## src/sv/slfd_pkg.sv

```systemverilog
package slfd_pkg;

  localparam int CFG_IDX_W  = 3;
  localparam int CFG_DATA_W = 32;

  // register indexes on the config port
  localparam logic [CFG_IDX_W-1:0] REG_SYNC_PATTERN  = 3'd0;
  localparam logic [CFG_IDX_W-1:0] REG_SYNC_LENGTH   = 3'd1;
  localparam logic [CFG_IDX_W-1:0] REG_HEADER_LENGTH = 3'd2;
  localparam logic [CFG_IDX_W-1:0] REG_LENGTH_OFFSET = 3'd3;
  localparam logic [CFG_IDX_W-1:0] REG_MAX_PAYLOAD   = 3'd4;

  typedef struct packed {
    logic [31:0] sync_pattern;
    logic [2:0]  sync_length;
    logic [7:0]  header_length;
    logic [7:0]  length_offset;
    logic [23:0] max_payload;
  } cfg_t;

  localparam cfg_t CFG_RESET = '{
    sync_pattern:  32'd0,
    sync_length:   3'd4,
    header_length: 8'd12,
    length_offset: 8'd4,
    max_payload:   24'd65536
  };

  // one output word
  typedef struct packed {
    logic       err;
    logic       last;
    logic       first;
    logic [7:0] data;
  } res_t;

endpackage

```

## src/sv/slfd_parse.sv

```systemverilog
module slfd_parse #(
  parameter int CAP   = 4,
  parameter int CNT_W = 3
) (
  input  logic                       clk,
  input  logic                       rst_n,
  input  logic                       in_take,
  input  logic [7:0]                 in_byte,
  input  slfd_pkg::cfg_t             cfg,
  output logic                       busy,
  output logic [CNT_W-1:0]           push_cnt,
  output slfd_pkg::res_t [CAP-1:0]   push_data
);

  localparam int WIN_B  = (CAP > 1) ? CAP - 1 : 1;
  localparam int FILL_W = (CAP > 1) ? $clog2(CAP) : 1;
  localparam int CW     = CNT_W + 1;

  typedef enum logic [1:0] {PH_HUNT, PH_HEAD, PH_PAY} phase_t;

  logic                in_vld_r;
  logic [7:0]          in_byte_r;
  phase_t              phase_r, phase_nxt;
  logic [7:0]          win_r [WIN_B];
  logic [7:0]          win_nxt [WIN_B];
  logic [FILL_W-1:0]   fill_r, fill_nxt;
  logic [7:0]          pos_r, pos_nxt;
  logic [31:0]         acc_r, acc_nxt;
  logic [23:0]         rem_r, rem_nxt;

  logic [CNT_W-1:0]         eff_len;
  logic [7:0]               seq [CAP];
  logic                     hit;
  slfd_pkg::res_t [CAP-1:0] hit_data;
  logic [31:0]              acc_hit;
  logic [7:0]               hdr_ofs;
  logic                     hdr_in_fld;
  logic                     end_hdr;

  assign busy = in_vld_r;

  // sync length clamped to 1..CAP
  always_comb begin
    if (cfg.sync_length == 3'd0) begin
      eff_len = CNT_W'(1);
    end else if (cfg.sync_length > 3'(CAP)) begin
      eff_len = CNT_W'(CAP);
    end else begin
      eff_len = CNT_W'(cfg.sync_length);
    end
  end

  // newest byte at index 0
  always_comb begin
    seq[0] = in_byte_r;
    for (int i = 1; i < CAP; i++) begin
      seq[i] = win_r[i-1];
    end
  end

  // match and burst words for each possible sync length, picked by eff_len
  always_comb begin
    hit      = 1'b0;
    hit_data = '0;
    for (int l = 1; l <= CAP; l++) begin
      if (eff_len == CNT_W'(l)) begin
        hit = (CW'(fill_r) + CW'(1)) >= CW'(eff_len);
        for (int k = 0; k < l; k++) begin
          if (seq[l-1-k] != cfg.sync_pattern[8*k +: 8]) begin
            hit = 1'b0;
          end
          hit_data[k].data = seq[l-1-k];
        end
      end
    end
    hit_data[0].first = 1'b1;
  end

  // length field bytes that fall inside the sync word
  always_comb begin
    acc_hit = '0;
    for (int k = 0; k < CAP; k++) begin
      for (int j = 0; j < 4; j++) begin
        if (CNT_W'(k) < eff_len && ({1'b0, cfg.length_offset} + 9'(j)) == 9'(k)) begin
          acc_hit[8*j +: 8] = acc_hit[8*j +: 8] | hit_data[k].data;
        end
      end
    end
  end

  assign hdr_ofs    = pos_r - cfg.length_offset;
  assign hdr_in_fld = (pos_r >= cfg.length_offset) && (hdr_ofs < 8'd4);

  always_comb begin
    phase_nxt = phase_r;
    win_nxt   = win_r;
    fill_nxt  = fill_r;
    pos_nxt   = pos_r;
    acc_nxt   = acc_r;
    rem_nxt   = rem_r;
    push_cnt  = '0;
    push_data = '0;
    end_hdr   = 1'b0;
    if (in_vld_r) begin
      unique case (phase_r)
        PH_HEAD: begin
          if (hdr_in_fld) begin
            acc_nxt = acc_r | (32'(in_byte_r) << {hdr_ofs[1:0], 3'b000});
          end
          pos_nxt           = pos_r + 8'd1;
          push_cnt          = CNT_W'(1);
          push_data[0].data = in_byte_r;
          end_hdr           = pos_nxt >= cfg.header_length;
        end
        PH_PAY: begin
          rem_nxt           = rem_r - 24'd1;
          push_cnt          = CNT_W'(1);
          push_data[0].data = in_byte_r;
          if (rem_nxt == 24'd0) begin
            push_data[0].last = 1'b1;
            phase_nxt         = PH_HUNT;
          end
        end
        default: begin
          if (!hit) begin
            win_nxt[0] = in_byte_r;
            for (int i = 1; i < WIN_B; i++) begin
              win_nxt[i] = win_r[i-1];
            end
            if (fill_r < FILL_W'(CAP - 1)) begin
              fill_nxt = fill_r + FILL_W'(1);
            end
            phase_nxt = PH_HUNT;
          end else begin
            for (int i = 0; i < WIN_B; i++) begin
              win_nxt[i] = 8'd0;
            end
            fill_nxt  = '0;
            acc_nxt   = acc_hit;
            push_cnt  = eff_len;
            push_data = hit_data;
            pos_nxt   = 8'(eff_len);
            phase_nxt = PH_HEAD;
            end_hdr   = 8'(eff_len) >= cfg.header_length;
          end
        end
      endcase

      // header done: on an oversize or zero length, flags go on the last word pushed this cycle
      if (end_hdr) begin
        if (acc_nxt > {8'd0, cfg.max_payload}) begin
          for (int p = 0; p < CAP; p++) begin
            if (CNT_W'(p) + CNT_W'(1) == push_cnt) begin
              push_data[p].last = 1'b1;
              push_data[p].err  = 1'b1;
            end
          end
          phase_nxt = PH_HUNT;
        end else if (acc_nxt == 32'd0) begin
          for (int p = 0; p < CAP; p++) begin
            if (CNT_W'(p) + CNT_W'(1) == push_cnt) begin
              push_data[p].last = 1'b1;
            end
          end
          phase_nxt = PH_HUNT;
        end else begin
          rem_nxt   = acc_nxt[23:0];
          phase_nxt = PH_PAY;
        end
      end
    end
  end

  always_ff @(posedge clk) begin
    in_byte_r <= in_byte;
    if (!rst_n) begin
      in_vld_r <= 1'b0;
      phase_r  <= PH_HUNT;
      fill_r   <= '0;
      pos_r    <= '0;
      acc_r    <= '0;
      rem_r    <= '0;
      for (int i = 0; i < WIN_B; i++) begin
        win_r[i] <= 8'd0;
      end
    end else begin
      in_vld_r <= in_take;
      phase_r  <= phase_nxt;
      fill_r   <= fill_nxt;
      pos_r    <= pos_nxt;
      acc_r    <= acc_nxt;
      rem_r    <= rem_nxt;
      win_r    <= win_nxt;
    end
  end

endmodule

```

## src/sv/slfd_oq.sv

```systemverilog
module slfd_oq #(
  parameter int CAP   = 4,
  parameter int CNT_W = 3,
  parameter int DEPTH = 12,
  parameter int CQ_W  = 4
) (
  input  logic                      clk,
  input  logic                      rst_n,
  input  logic [CNT_W-1:0]          push_cnt,
  input  slfd_pkg::res_t [CAP-1:0]  push_data,
  input  logic                      pop,
  output slfd_pkg::res_t            head,
  output logic [CQ_W-1:0]           count
);

  slfd_pkg::res_t  q_r [DEPTH];
  slfd_pkg::res_t  q_nxt [DEPTH];
  logic [CQ_W-1:0] count_r, count_nxt;
  logic [CQ_W-1:0] keep;

  assign head  = q_r[0];
  assign count = count_r;

  // shift down on pop, append pushed words behind the survivors
  always_comb begin
    keep = count_r - CQ_W'(pop);
    for (int j = 0; j < DEPTH; j++) begin
      q_nxt[j] = q_r[j];
      if (pop && j < DEPTH - 1) begin
        q_nxt[j] = q_r[(j + 1 < DEPTH) ? j + 1 : j];
      end
      for (int p = 0; p < CAP; p++) begin
        if (CNT_W'(p) < push_cnt && (keep + CQ_W'(p)) == CQ_W'(j)) begin
          q_nxt[j] = push_data[p];
        end
      end
    end
    count_nxt = keep + CQ_W'(push_cnt);
  end

  always_ff @(posedge clk) begin
    q_r <= q_nxt;
    if (!rst_n) begin
      count_r <= '0;
    end else begin
      count_r <= count_nxt;
    end
  end

endmodule

```

## src/sv/sync_length_frame_deframer.sv

```systemverilog
// Sync-word / length-field deframer. Takes one received byte per in_ word and
// hunts for the configured sync word (1..4 bytes, sliding exact match). On a
// match it emits the sync bytes, the rest of the header, and then as many
// payload bytes as the 4-byte little-endian length at length_offset says.
// out_tuser[0] marks the first sync byte of a frame, out_tlast the final byte,
// and out_tuser[1] a frame cut short because the length exceeded max_payload.
// Rate: one in_ word per clock, sustained, while the output keeps up. Output
// is one word per clock while out_tready is high; a sync hit turns one byte
// into up to sync-length words, so the output queue (3 x sync capacity words)
// absorbs them; in_tready drops unless a worst-case burst per byte held or
// offered fits. Bytes pass a parse and a queue register. The user writes
// configuration via cfg_ only while idle; the block does not enforce it.
module sync_length_frame_deframer #(
  parameter int SYNC_BYTES = 4
) (
  input  logic                             clk,
  input  logic                             rst_n,
  // in_tdata: [7:0] rx_byte
  input  logic                             in_tvalid,
  output logic                             in_tready,
  input  logic [7:0]                       in_tdata,
  // out_tdata: [7:0] frame_byte
  output logic                             out_tvalid,
  input  logic                             out_tready,
  output logic [7:0]                       out_tdata,
  output logic                             out_tlast,
  // out_tuser: [0] frame_first, [1] frame_error
  output logic [1:0]                       out_tuser,
  input  logic                             cfg_valid,
  output logic                             cfg_ready,
  input  logic [slfd_pkg::CFG_IDX_W-1:0]   cfg_index,
  input  logic [slfd_pkg::CFG_DATA_W-1:0]  cfg_data
);

  // sync words longer than four bytes act as four
  localparam int CAP   = (SYNC_BYTES < 4) ? SYNC_BYTES : 4;
  localparam int CNT_W = $clog2(CAP + 1);
  localparam int DEPTH = 3 * CAP;
  localparam int CQ_W  = $clog2(DEPTH + 1);
  localparam int SUM_W = $clog2(DEPTH + 2 * CAP + 1);

  slfd_pkg::cfg_t           cfg_r, cfg_nxt;
  logic                     in_take;
  logic                     busy;
  logic [CNT_W-1:0]         push_cnt;
  slfd_pkg::res_t [CAP-1:0] push_data;
  slfd_pkg::res_t           head;
  logic [CQ_W-1:0]          count;
  logic                     pop;
  logic [SUM_W-1:0]         need;

  // register file; a write takes effect at once, so the host keeps writes
  // to idle periods
  assign cfg_ready = 1'b1;

  always_comb begin
    cfg_nxt = cfg_r;
    if (cfg_valid) begin
      unique case (cfg_index)
        slfd_pkg::REG_SYNC_PATTERN:  cfg_nxt.sync_pattern  = cfg_data;
        slfd_pkg::REG_SYNC_LENGTH:   cfg_nxt.sync_length   = cfg_data[2:0];
        slfd_pkg::REG_HEADER_LENGTH: cfg_nxt.header_length = cfg_data[7:0];
        slfd_pkg::REG_LENGTH_OFFSET: cfg_nxt.length_offset = cfg_data[7:0];
        slfd_pkg::REG_MAX_PAYLOAD:   cfg_nxt.max_payload   = cfg_data[23:0];
        default: ;
      endcase
    end
  end

  always_ff @(posedge clk) begin
    if (!rst_n) begin
      cfg_r <= slfd_pkg::CFG_RESET;
    end else begin
      cfg_r <= cfg_nxt;
    end
  end

  // room check: queued words, plus a worst-case burst from the byte in the
  // parse register, plus another for the byte being taken now
  assign need      = SUM_W'(count) + (busy ? SUM_W'(CAP) : '0) + SUM_W'(CAP);
  assign in_tready = need <= SUM_W'(DEPTH);
  assign in_take   = in_tvalid & in_tready;

  slfd_parse #(
    .CAP   (CAP),
    .CNT_W (CNT_W)
  ) u_parse (
    .clk       (clk),
    .rst_n     (rst_n),
    .in_take   (in_take),
    .in_byte   (in_tdata),
    .cfg       (cfg_r),
    .busy      (busy),
    .push_cnt  (push_cnt),
    .push_data (push_data)
  );

  slfd_oq #(
    .CAP   (CAP),
    .CNT_W (CNT_W),
    .DEPTH (DEPTH),
    .CQ_W  (CQ_W)
  ) u_oq (
    .clk       (clk),
    .rst_n     (rst_n),
    .push_cnt  (push_cnt),
    .push_data (push_data),
    .pop       (pop),
    .head      (head),
    .count     (count)
  );

  assign out_tvalid = count != '0;
  assign pop        = out_tvalid & out_tready;
  assign out_tdata  = head.data;
  assign out_tlast  = head.last;
  assign out_tuser  = {head.err, head.first};

endmodule

```

## config.mk

```make
export PLATFORM = sky130hd
export DESIGN_NAME = sync_length_frame_deframer
export DESIGN_NICKNAME = d
export VERILOG_FILES = /design/src/sv/slfd_pkg.sv /design/src/sv/slfd_parse.sv /design/src/sv/slfd_oq.sv /design/src/sv/sync_length_frame_deframer.sv
export SDC_FILE = /design/constraint.sdc
export NUM_CORES = 1
export LEC_CHECK = 0
export BUFFER_PORTS_ARGS = -buffer_cell sky130_fd_sc_hd__buf_2
export CELL_PAD_IN_SITES_DETAIL_PLACEMENT = 1
export CELL_PAD_IN_SITES_GLOBAL_PLACEMENT = 2
export CORE_MARGIN = 4
export CORE_UTILIZATION = 34
export CTS_CLUSTER_SIZE = 16
export DETAILED_ROUTE_END_ITERATION = 7
export PLACE_DENSITY = 0.8
export SYNTH_ARGS = -nofsm -noshare
export SYNTH_HDL_FRONTEND = slang
export SYNTH_SLANG_ARGS = --single-unit
export TNS_END_PERCENT = 50
```

## constraint.sdc

```tcl
create_clock -name clk -period 6 [get_ports clk]
set_input_delay 0.3 -clock clk [delete_from_list [all_inputs] [get_ports clk]]
set_output_delay 0.3 -clock clk [all_outputs]
set_load 0.01 [all_outputs]
```

---- After elaboration in Yosys (flattened, before gate mapping) ----
Cells that the tools add are included.
word-level totals
  bits in registers ....................... 312
  bits of input ports ..................... 48
  output and inout port bits .............. 14
  logic and storage cells ................. 459
operators by class
  $add $sub $neg .......................... 15
  $lt $le $gt $ge ......................... 17
  equality and inequality tests ........... 82
  shift-type cells ........................ 1
  muxes and demuxes ....................... 161
  bitwise gates (word level) .............. 17
  reductions and logical operators ........ 102
operators with widths
  operator            number
  $mux 11             59
  $mux 8              28
  $mux 44             3
  $mux 24             5
  $mux 32             3
  $or 8x8->8          12
  $ne 8x8->1          10
  $logic_and 1x1->1   65
  $eq 4x3->1 const B  16
  $eq 4x4->1 const B  16
  $pmux 32 s2         1
  $reduce_bool 5->1   11
  $eq 9x2->1 const B  6
  $mux 41             1
  $logic_not 9->1     4
  $mux 1              35
  $mux 34             1
  $eq 4x2->1 const B  8
  $gt 32x24->1        1
  $logic_not 32->1    1
  $or 32x32->32       1
  $shl 8x5->32        1
  $mux 2              14
  $eq 9x1->1 const B  3
  49 further kinds    90

---- Depth between registers and ports, before layout ----
Gate-level depths: netlist of run 1.
  depth after elaboration ................. 27
  gate-level depth with buffers ........... 32
  gate-level depth less buffers ........... 25

---- Modules after synthesis ----
Synthesis of run 1 repeated with hierarchy kept, for this count alone.
unflattened totals
  cells, all modules ...................... 2,899
  area, all modules ....................... 23,532.6 µm²
by module, submodules not included
  module                      times used  cells an instance  area each (µm²)  sequential area each (µm²)
  slfd_parse                  1           1,464              10,455.0         2,021.9
  slfd_oq                     1           1,136              10,108.4         4,043.9
  sync_length_frame_deframer  1           299                2,969.1          1,501.4

---- Worst setup path after synthesis of run 1 ----
No wires, ideal clock.
  kind .................................... reg-to-reg
  from .................................... reg cfg_r[25] in the netlist's numbering
  to ...................................... reg u_oq.q_r[119] in the netlist's numbering (data pin)
  setup time .............................. 0.278 ns
  data arrival time ....................... 5.258 ns
  data required time ...................... 5.722 ns
  setup slack ............................. 0.464 ns
  cell stages (with the launch flop) ...... 25
  buffers on the path ..................... 1
  clock period less this slack ............ 5.536 ns
  cell sequence ........................... dfxtp_1 > clkbuf_1 > clkinv_1 > ha_1 > nand3b_1 > a21oi_1 > mux2i_1 > o21ai_0 > nor3_1 > a311oi_1 > nor3_1 > ha_1 > nor2b_1 > o211ai_1 > a21oi_1 > o41ai_1 > a31oi_1 > o21ai_0 > o211ai_1 > nor4_2 > o22ai_1 > a31oi_2 > nor2_1 > a2111oi_1 > a221oi_2
RTL lines
  element                 RTL line                          RTL
  start, declared         sync_length_frame_deframer.sv:42  slfd_pkg::cfg_t cfg_r, cfg_nxt;
  start signal, assigned  sync_length_frame_deframer.sv:72  cfg_r <= slfd_pkg::CFG_RESET;
  start signal, assigned  sync_length_frame_deframer.sv:74  cfg_r <= cfg_nxt;
  end signal, assigned    slfd_oq.sv:42                     q_r <= q_nxt;
  end, declared           slfd_oq.sv:16                     slfd_pkg::res_t q_r [DEPTH];

==> run summary, run 1 <==
The largest fanout of any net on the critical path is 21. The path type of the worst setup path is flop to flop. The smallest clock period supported by the final layout is computed as a little under 6 ns. The hold path depth came out at 3. Entering global routing, the biggest net connects 78 pins. The routed design has 112300 um of wire. Row generation in the floorplan step produced 94 rows. The internal power consumption came out at 4.965 mW. The total negative setup slack is 0 ns. The die is 267.2 um wide. The data arrival at the endpoint of the critical path is between 6 and 7 ns. Broken down by cell family, the worst path's largest delay share belongs to compound AO/OA/AOI/OAI gates. The final-report hold violation count came out at 0. STA puts the critical path data required time at 6.29 ns. The first detailed-routing pass took 6 iterations.

The core region is 0.06622 mm2. The final number of max-transition violations is 0. The count of nets left with antenna violations once routing finished came out at 0. In this run the critical register-to-register path is launched from cfg_r[25]. The unique cell type count in the Yosys netlist is 89. The start point of the worst hold path is cfg_data[9].

The total global-route track usage is 30.35%. The static leakage is 10.23 nW. Counting both buffers and inverters, the worst setup path holds a total of 6.

The clock tree skew after final layout came out at 0.04543 ns. The fraction of synthesis flops using an asynchronous set or reset pin is 0%. CTS placed an instance of sky130_fd_sc_hd__clkbuf_16 at the clock tree root.

Setup violations remaining at the end of the flow were counted as 0. The worst setup path is captured at a flop. The warning count from the yosys run came out at 0.

During I/O placement, the number of pins put on the boundary was 62. The maximum cell stage delay along the critical path came out at 0.44 ns. Counting every net in the synthesized netlist gives about 3200. Of the total power, the clock network draws 33.0%.

For this run, the leading register cell type out of synthesis is sky130_fd_sc_hd__dfxtp_1. The CTS H-tree depth is 2. Counting flops and latches in the post-synthesis netlist gives 312.

The final weighted congestion of routability-driven global placement is 0.9399. In this run the register-to-register setup slack is between 0.1 and 0.15 ns. The total overflow left after global routing is 0. The flow ran to the end, and the final reports show no timing, DRC or antenna violations. The number of enable flip-flop cells after synthesis came out at 132. The slowest stage of the critical path belongs to the cell sky130_fd_sc_hd__a2111oi_0. The CTS sink count came out at 312.

The number of vias after detailed routing came out at 25310. The initial antenna violation count came out at 0. The first routing iteration left 2835 violations. The register share of total power is 37.4%. The clock reaches the later pin of the worst-skew pair after 0.61 ns.

In this run, CTS created clock tree buffers numbering 42. The fraction of layout cells with a size suffix above 1 came out at 14.89%. The max-slew headroom at the worst pin is 19.26%. The die outline area is 0.07139 mm2. The detailed-route DRC error count is 0. The tool flagged a number of max-cap violations equal to 0. The layout net count is about 3300. The share of the yosys chip area belonging to registers came out at between 30% and 40%. The total net switching power is 2.755 mW. Synthesis produced between 3000 and 4000 cells.

The maximum clock path buffer count came out at 3. The clock-pin transition on the worst setup and hold timing paths came out at around 0.070 ns. The maximum VDD drop is 0.2355 mV.

The global-route wire length before repair is 165300 um. The terminus of the critical flop-to-flop path is u_oq.q_r[53]. The post-detailed-route wirelength per cell is 27.51 um. A synthesized cell averages 7.433 um2.

STA classifies the critical path startpoint as a flop. Net switching is between 30% and 40% of the power. The final cycle utilization of the critical path is a little over nine tenths. The detailed placement HPWL came out at 83850 um. The peak clock frequency supported by timing is 0.1704 GHz. The slew at the pin closest to its max-slew limit is roughly 1.2 ns.

The die outline height came out at between 200 and 300 um. Summing every instance area after synthesis gives 0.02284 mm2. The initial cell density of the core came out at 34.50%. The class of the tightest hold or removal check is input port to flop. The count of port buffers added during placement is 60. The worst hold slack is 0.02902 ns. The worst hold path endpoint is cfg_r[9]. The area added between synthesis and finish is 17.90%.

The proportion of power drawn by combinational gates is 29.6%. The path depth of the worst reg2reg path came out at 25. The TritonCTS clock tree is yes. The power density over the cells is 286.7 mW/mm2. The mean number of vias per cell came out at 6.202.

The number of global-route vias before repair came to 25200.
## cells by family after synthesis
logic type | after synthesis | share of synthesized area (%)
AO/OA/AOI/OAI | 965 | 26.82
XOR/XNOR | 105 | 4.026
adder cells (fa/ha/maj) | 66 | 3.681
buffers and inverters | 344 | 6.294
flip-flops | 312 | 33.13
multiplexers | 41 | 1.830
other | 1 | 0.01642
AND/OR/NAND/NOR | 1239 | 24.20
## per-layer routing
metal  vias up  GRT usage [%]  routed length (um)
met5         -              0                   0
met4         0          8.295                3164
met3       206          4.933                9126
met2      1166          47.66               49510
met1     12640          43.28               50480
li1      11290              -                   -
## sequential cells by signal (all words and copies together), names as in the netlist
name,cells
cfg_r,75
u_oq.count,4
u_oq.head,11
u_oq.q_r,121
u_parse.acc_r,32
u_parse.busy,1
u_parse.fill_r,2
u_parse.in_byte_r,8
u_parse.phase_r,2
u_parse.pos_r,8
u_parse.rem_r,24
u_parse.seq,24
## per-stage QoR
stage / total power, mW / utilization, % / cells / cell area, um2 / setup slack (ns)
2_1_floorplan: 4.233 / - / 3073 / 22840 / 0.4635
3_3_place_gp: 5.045 / 37.80 / 3979 / 25030 / -0.1627
3_5_place_dp: 5.101 / 37.80 / 3979 / 25030 / -0.1763
4_1_cts: 7.673 / 40.22 / 4073 / 26630 / -0.03620
5_1_grt: 8.045 / 40.67 / 4080 / 26930 / -0.06380
6_report: 7.720 / 40.67 / 4081 / 26930 / 0.1311
## layout by cell type (no fill, tap or decap), types with 16 or more instances in the layout
master / n
sky130_fd_sc_hd__xor2_1: 67
sky130_fd_sc_hd__nor4_1: 24
sky130_fd_sc_hd__nand2b_1: 18
sky130_fd_sc_hd__a221oi_1: 18
sky130_fd_sc_hd__mux2i_1: 35
sky130_fd_sc_hd__a21o_1: 39
sky130_fd_sc_hd__inv_1: 90
sky130_fd_sc_hd__edfxtp_1: 132
sky130_fd_sc_hd__nor2_1: 283
sky130_fd_sc_hd__xnor2_1: 37
sky130_fd_sc_hd__nor2b_1: 17
sky130_fd_sc_hd__nor3_1: 53
sky130_fd_sc_hd__and3_1: 40
sky130_fd_sc_hd__nand3_1: 98
sky130_fd_sc_hd__o221ai_1: 17
sky130_fd_sc_hd__a31oi_1: 18
sky130_fd_sc_hd__o21ai_0: 219
sky130_fd_sc_hd__clkbuf_16: 42
sky130_fd_sc_hd__or2_2: 16
sky130_fd_sc_hd__a211oi_1: 69
sky130_fd_sc_hd__a21oi_1: 304
sky130_fd_sc_hd__nand4_1: 33
sky130_fd_sc_hd__o21a_1: 16
sky130_fd_sc_hd__and2_1: 17
sky130_fd_sc_hd__dfxtp_2: 18
sky130_fd_sc_hd__nand2_1: 566
sky130_fd_sc_hd__dlygate4sd3_1: 21
sky130_fd_sc_hd__buf_4: 223
sky130_fd_sc_hd__dfxtp_1: 162
sky130_fd_sc_hd__a22oi_1: 21
sky130_fd_sc_hd__o211ai_1: 79
sky130_fd_sc_hd__ha_1: 63
sky130_fd_sc_hd__o22ai_1: 27
sky130_fd_sc_hd__buf_2: 60
## worst max-delay path by stage
stage                         start  cells after the start  slack, ns       endpoint
floorplan                 cfg_r[25]                     24       0.46  u_oq.q_r[119]
global placement          cfg_r[25]                     28      -0.16   u_oq.q_r[53]
detailed placement        cfg_r[25]                     28      -0.18   u_oq.q_r[53]
CTS                 u_parse.seq[17]                     27      -0.04   u_oq.q_r[53]
global route              cfg_r[48]                     25      -0.06   u_oq.q_r[53]
finish                    cfg_r[25]                     25       0.13   u_oq.q_r[53]
## Yosys cell counts, types with 35 or more instances
cell type                  count  area share (%)
sky130_fd_sc_hd__a211oi_1     75             2.5
sky130_fd_sc_hd__a21o_1       39             1.3
sky130_fd_sc_hd__a21oi_1     310             6.8
sky130_fd_sc_hd__and3_1       41             1.1
sky130_fd_sc_hd__buf_2        35            0.77
sky130_fd_sc_hd__clkbuf_1    176             2.9
sky130_fd_sc_hd__dfxtp_1     180              16
sky130_fd_sc_hd__edfxtp_1    132              17
sky130_fd_sc_hd__ha_1         64             3.5
sky130_fd_sc_hd__inv_1        92             1.5
sky130_fd_sc_hd__mux2i_1      35             1.5
sky130_fd_sc_hd__nand2_1     568             9.3
sky130_fd_sc_hd__nand3_1      98             2.1
sky130_fd_sc_hd__nor2_1      286             4.7
sky130_fd_sc_hd__nor3_1       58             1.3
sky130_fd_sc_hd__o211ai_1     79             2.6
sky130_fd_sc_hd__o21ai_0     225             4.9
sky130_fd_sc_hd__xnor2_1      38             1.5
sky130_fd_sc_hd__xor2_1       67             2.6
## what timing repair did
item | 4_1_cts | 5_1_grt
setup buffers | 0 | 7
endpoints found under the setup margin | 40 | 49
endpoints found under the hold margin | 22 | 0
resized for setup | 9 | 59
pin swaps | 0 | 10
hold buffers | 21 | 0
## layout make-up
cell class	count	area (um2)
Antenna cell	1	2.502
Clock buffer	59	1185
Clock inverter	14	167.7
Fill cell	8166	39290
Inverter	97	366.6
Multi-Input combinational cell	2417	14130
Sequential cell	312	7590
Tap cell	864	1081
Timing Repair Buffer	317	2410
## worst register-to-register path, stage by stage (launching register included)
cell                        delay [ns]
sky130_fd_sc_hd__dfxtp_1          0.43
sky130_fd_sc_hd__buf_6            0.24
sky130_fd_sc_hd__ha_1             0.20
sky130_fd_sc_hd__nand4_1          0.13
sky130_fd_sc_hd__or3_1            0.33
sky130_fd_sc_hd__o311a_1          0.20
sky130_fd_sc_hd__nand4_1          0.26
sky130_fd_sc_hd__buf_4            0.17
sky130_fd_sc_hd__nor2_1           0.07
sky130_fd_sc_hd__o21ai_0          0.38
sky130_fd_sc_hd__o211ai_1         0.28
sky130_fd_sc_hd__ha_1             0.39
sky130_fd_sc_hd__a2111oi_0        0.44
sky130_fd_sc_hd__a31oi_1          0.16
sky130_fd_sc_hd__o21ai_2          0.17
sky130_fd_sc_hd__buf_4            0.14
sky130_fd_sc_hd__o211ai_1         0.10
sky130_fd_sc_hd__nor4_2           0.32
sky130_fd_sc_hd__buf_4            0.18
sky130_fd_sc_hd__o22ai_1          0.11
sky130_fd_sc_hd__a31oi_2          0.20
sky130_fd_sc_hd__buf_6            0.17
sky130_fd_sc_hd__buf_12           0.14
sky130_fd_sc_hd__o211ai_1         0.14
sky130_fd_sc_hd__a21oi_2          0.20
sky130_fd_sc_hd__a221oi_2         0.05
## power groups by stage
| stage | Sequential (mW) | Combinational (mW) | Clock [mW] |
|---|---|---|---|
| 3_5_place_dp | 2.92 | 2.18 | 0 |
| 6_report | 2.89 | 2.28 | 2.55 |
| 5_1_grt | 2.91 | 2.46 | 2.67 |
| 2_1_floorplan | 2.83 | 1.41 | 0 |
| 3_3_place_gp | 2.91 | 2.14 | 0 |
| 4_1_cts | 2.88 | 2.21 | 2.59 |
No activity file was read; power rests on OpenSTA's default activity.
==> run 2: changes to the inputs <==
--- a/config.mk
+++ b/config.mk
@@ -15,2 +15,3 @@
 export PLACE_DENSITY = 0.8
+export SETUP_SLACK_MARGIN = 0.5
 export SYNTH_ARGS = -nofsm -noshare
==> constraint.sdc (replaced) <==
create_clock -name clk -period 6 [get_ports clk]
set_input_delay 0 -clock clk [delete_from_list [all_inputs] [get_ports clk]]
set_output_delay 0 -clock clk [all_outputs]
set_load 0.01 [all_outputs]
==> run summary, run 2 (synthesized netlist as in run 1, its figures left out) <==
The number of vias after detailed routing is 25410 (was 25310). Leading cell types in the layout, fill and taps excluded: sky130_fd_sc_hd__nand2_1 (564), sky130_fd_sc_hd__a21oi_1 (303), sky130_fd_sc_hd__nor2_1 (281) (was sky130_fd_sc_hd__nand2_1 (566), sky130_fd_sc_hd__a21oi_1 (304), sky130_fd_sc_hd__nor2_1 (283)). The kind of end point of the critical path was a flop (unchanged). The area inside the core boundary was 0.06622 mm2 (unchanged).

The top register by number of flip-flops is u_oq.q_r (unchanged). The detailed placement HPWL came out at 82650 um (was 83850 um). The maximum VDD drop came out at 0.1762 mV (was 0.2355 mV). The post-detailed-placement cell area is 0.02484 mm2 (was 0.02503 mm2). The kind of launch point of the worst setup path is a flop (unchanged). The final number of setup-violating endpoints is 0 (unchanged). The I/O pin count came out at 62 (unchanged). Regs by FF count: u_oq.q_r (121), cfg_r (75), u_parse.acc_r (32) (unchanged). The number of cells in the design after placement came out at 3956 (was 3979).

The commonest non-fill, non-tap cell in the layout was sky130_fd_sc_hd__nand2_1 (unchanged). The die outline area came to 0.07139 mm2 (unchanged). The number of max-capacitance violations reported was 0 (unchanged). Setup repair after global routing could not meet its margin everywhere. The overall routed net length is 112400 um (was 112300 um). The area added between synthesis and finish was 21.13% (was 17.90%). The CTS H-tree depth is 2 (unchanged). The initial antenna violation count came to 3 (was 0). The number of flip-flops under the largest register name came out at 121 (unchanged).

The data arrival at the endpoint of the critical path is 5.71 ns (was 6.16 ns). The DRC violation total after the first TritonRoute iteration is 2779 (was 2835). The detailed-route DRC error count is 0 (unchanged). The maximum number of pins on one net before global-route repair is 77 (was 78). The final number of max-transition violations is 0 (unchanged). The clock buffer count from CTS is 42 (unchanged).

The maximum clock path buffer count was 3 (unchanged). The max-slew headroom at the worst pin was 15.24% (was 19.26%). The power density over the cells came out at 285.3 mW/mm2 (was 286.7 mW/mm2).

The CTS sink count is 312 (unchanged). The end-of-flow core utilization came to 41.78% (was 40.67%). The clock insertion delay at the later pin of the skew report is 0.61 ns (about the same).

The die outline height is 267.2 um (unchanged). The cell chosen for the clock root is sky130_fd_sc_hd__clkbuf_16 (unchanged). The final-report hold violation count came out at 0 (unchanged). The total global-route track usage is 30.39% (was 30.35%). The number of iterations in the first detailed-routing pass is 6 (unchanged). The count of port buffers added during placement is 60 (unchanged). The cell area after layout came to 0.02767 mm2 (was 0.02693 mm2). The die boundary width came out at 267.2 um (unchanged).

The class of the tightest hold or removal check is input port to flop (unchanged). The clock-pin transition on the worst setup and hold timing paths came out at 0.06 ns (was 0.07 ns). The mean number of vias per cell was 6.168 (was 6.202).

The number of antenna-violating nets in the routed design came out at 0 (unchanged). The peak clock frequency supported by timing came out at 0.1833 GHz (was 0.1704 GHz). The required time of the critical path came out at 6.26 ns (was 6.29 ns).

The clock tree skew after final layout came out at 0.05903 ns (was 0.04543 ns). The layout net count is 3335 (was 3301). The slew at the pin closest to its max-slew limit came to 1.262 ns (was 1.208 ns).

The number of placement rows came to 94 (unchanged). The global-route wire length before repair came out at 166200 um (was 165300 um). The final weighted congestion of routability-driven global placement came to 0.9516 (was 0.9399). The TritonCTS clock tree was yes (unchanged). The path type of the worst setup path is flop to flop (unchanged). The overall overflow remaining after global route was 0 (unchanged). The static leakage is 10.43 nW (was 10.23 nW). The filler-free cell count of the finished design is 4119 (was 4081).

The minimum period implied by the final worst setup slack is 5.454 ns (was 5.869 ns). The initial cell density of the core came out at 34.50% (unchanged). The final cycle utilization of the critical path came out at 90.91% (was 97.81%). The number of global-route vias before repair is 25160 (was 25200).

The filler cell count is 8044 (was 8166). The fraction of layout cells with a size suffix above 1 is 16.81% (was 14.89%). The post-detailed-route wirelength per cell came out at 27.28 um (was 27.51 um). Run status: complete, no violations (unchanged).

The largest fanout of any net on the critical path came out at 6 (was 21).
==> run 2: critical path, cell delays in order (launching register included) <==
cell                       delay (ns)
sky130_fd_sc_hd__dfxtp_4         0.37
sky130_fd_sc_hd__xor2_1          0.15
sky130_fd_sc_hd__nor4_2          0.31
sky130_fd_sc_hd__nand4_1         0.16
sky130_fd_sc_hd__buf_4           0.16
sky130_fd_sc_hd__o41ai_2         0.32
sky130_fd_sc_hd__buf_4           0.19
sky130_fd_sc_hd__o211a_2         0.30
sky130_fd_sc_hd__nand2_2         0.17
sky130_fd_sc_hd__o21ai_2         0.24
sky130_fd_sc_hd__a21o_1          0.19
sky130_fd_sc_hd__ha_1            0.29
sky130_fd_sc_hd__a21oi_1         0.18
sky130_fd_sc_hd__a21oi_1         0.09
sky130_fd_sc_hd__o41ai_1         0.25
sky130_fd_sc_hd__a31oi_1         0.15
sky130_fd_sc_hd__o21ai_2         0.15
sky130_fd_sc_hd__buf_4           0.14
sky130_fd_sc_hd__o211ai_1        0.09
sky130_fd_sc_hd__nor4_2          0.14
sky130_fd_sc_hd__buf_4           0.18
sky130_fd_sc_hd__o22ai_2         0.08
sky130_fd_sc_hd__a31oi_2         0.18
sky130_fd_sc_hd__buf_6           0.17
sky130_fd_sc_hd__buf_12          0.13
sky130_fd_sc_hd__o211ai_1        0.10
sky130_fd_sc_hd__a21oi_1         0.19
sky130_fd_sc_hd__a221oi_2        0.05
==> run 2: worst paths after layout <==
path / from / endpoint / slack (ns) / cells past startpoint
max: u_parse.in_byte_r[6] / u_oq.q_r[53] / 0.55 / 27
min: in_tdata[2] / u_parse.in_byte_r[2] / 0.06 / 2
max reg2reg: u_parse.in_byte_r[6] / u_oq.q_r[53] / 0.55 / 27
min reg2reg: cfg_r[5] / cfg_r[5] / 0.46 / 2
==> run 2: layout make-up <==
| type | instances | area (um2) | area share, % |
|---|---|---|---|
| diodes | 1 | 2.502 | 0.009044 |
| clock buffers | 55 | 1150 | 4.156 |
| clock inverters | 22 | 279.0 | 1.008 |
| inverters | 97 | 374.1 | 1.352 |
| multi-input cells | 2417 | 14400 | 52.05 |
| flip-flops and latches | 312 | 7619 | 27.54 |
| well taps | 864 | 1081 | 3.907 |
| repair buffers | 351 | 2761 | 9.981 |
==> run 2: metal layers <==
| metal | routed length [um] | GRT usage [%] | share of wire [%] |
|---|---|---|---|
| met2 | 48890 | 46.73 | 44 |
| met3 | 9930 | 5.678 | 8.8 |
| met5 | 13 | 0 | 0.012 |
| met4 | 3470 | 8.795 | 3.1 |
| met1 | 50050 | 43.52 | 45 |
==> run 2: what timing repair did <==
action | in CTS | in global routing
resized for setup | 59 | 97
hold buffers | 50 | 0
pin swaps | 11 | 29
setup buffers | 6 | 27
setup endpoints to repair | 49 | 49
endpoints found under the hold margin | 84 | 0
gates cloned | 0 | 2
==> run 2: power by group <==
part	internal (mW)	switching (mW)	total [mW]	leakage [nW]
combinational	0.811	1.53	2.34	7.05
sequential	2.72	0.169	2.89	2.69
clock	1.58	1.08	2.66	0.697
total	5.11	2.79	7.89	10.4
==> run 2: per-stage QoR <==
step                      total power [mW]  TNS (ns)  hold slack [ns]  setup slack (ns)
after global placement               5.041   -0.7856           0.1024           -0.1484
after global routing                 8.235         0          0.04344            0.3447
after floorplan                      4.233         0          0.02772            0.5079
after detailed placement             5.094    -1.523           0.1065           -0.2258
after CTS                            7.805         0          0.03071            0.5030
final                                7.894         0          0.06476            0.5456
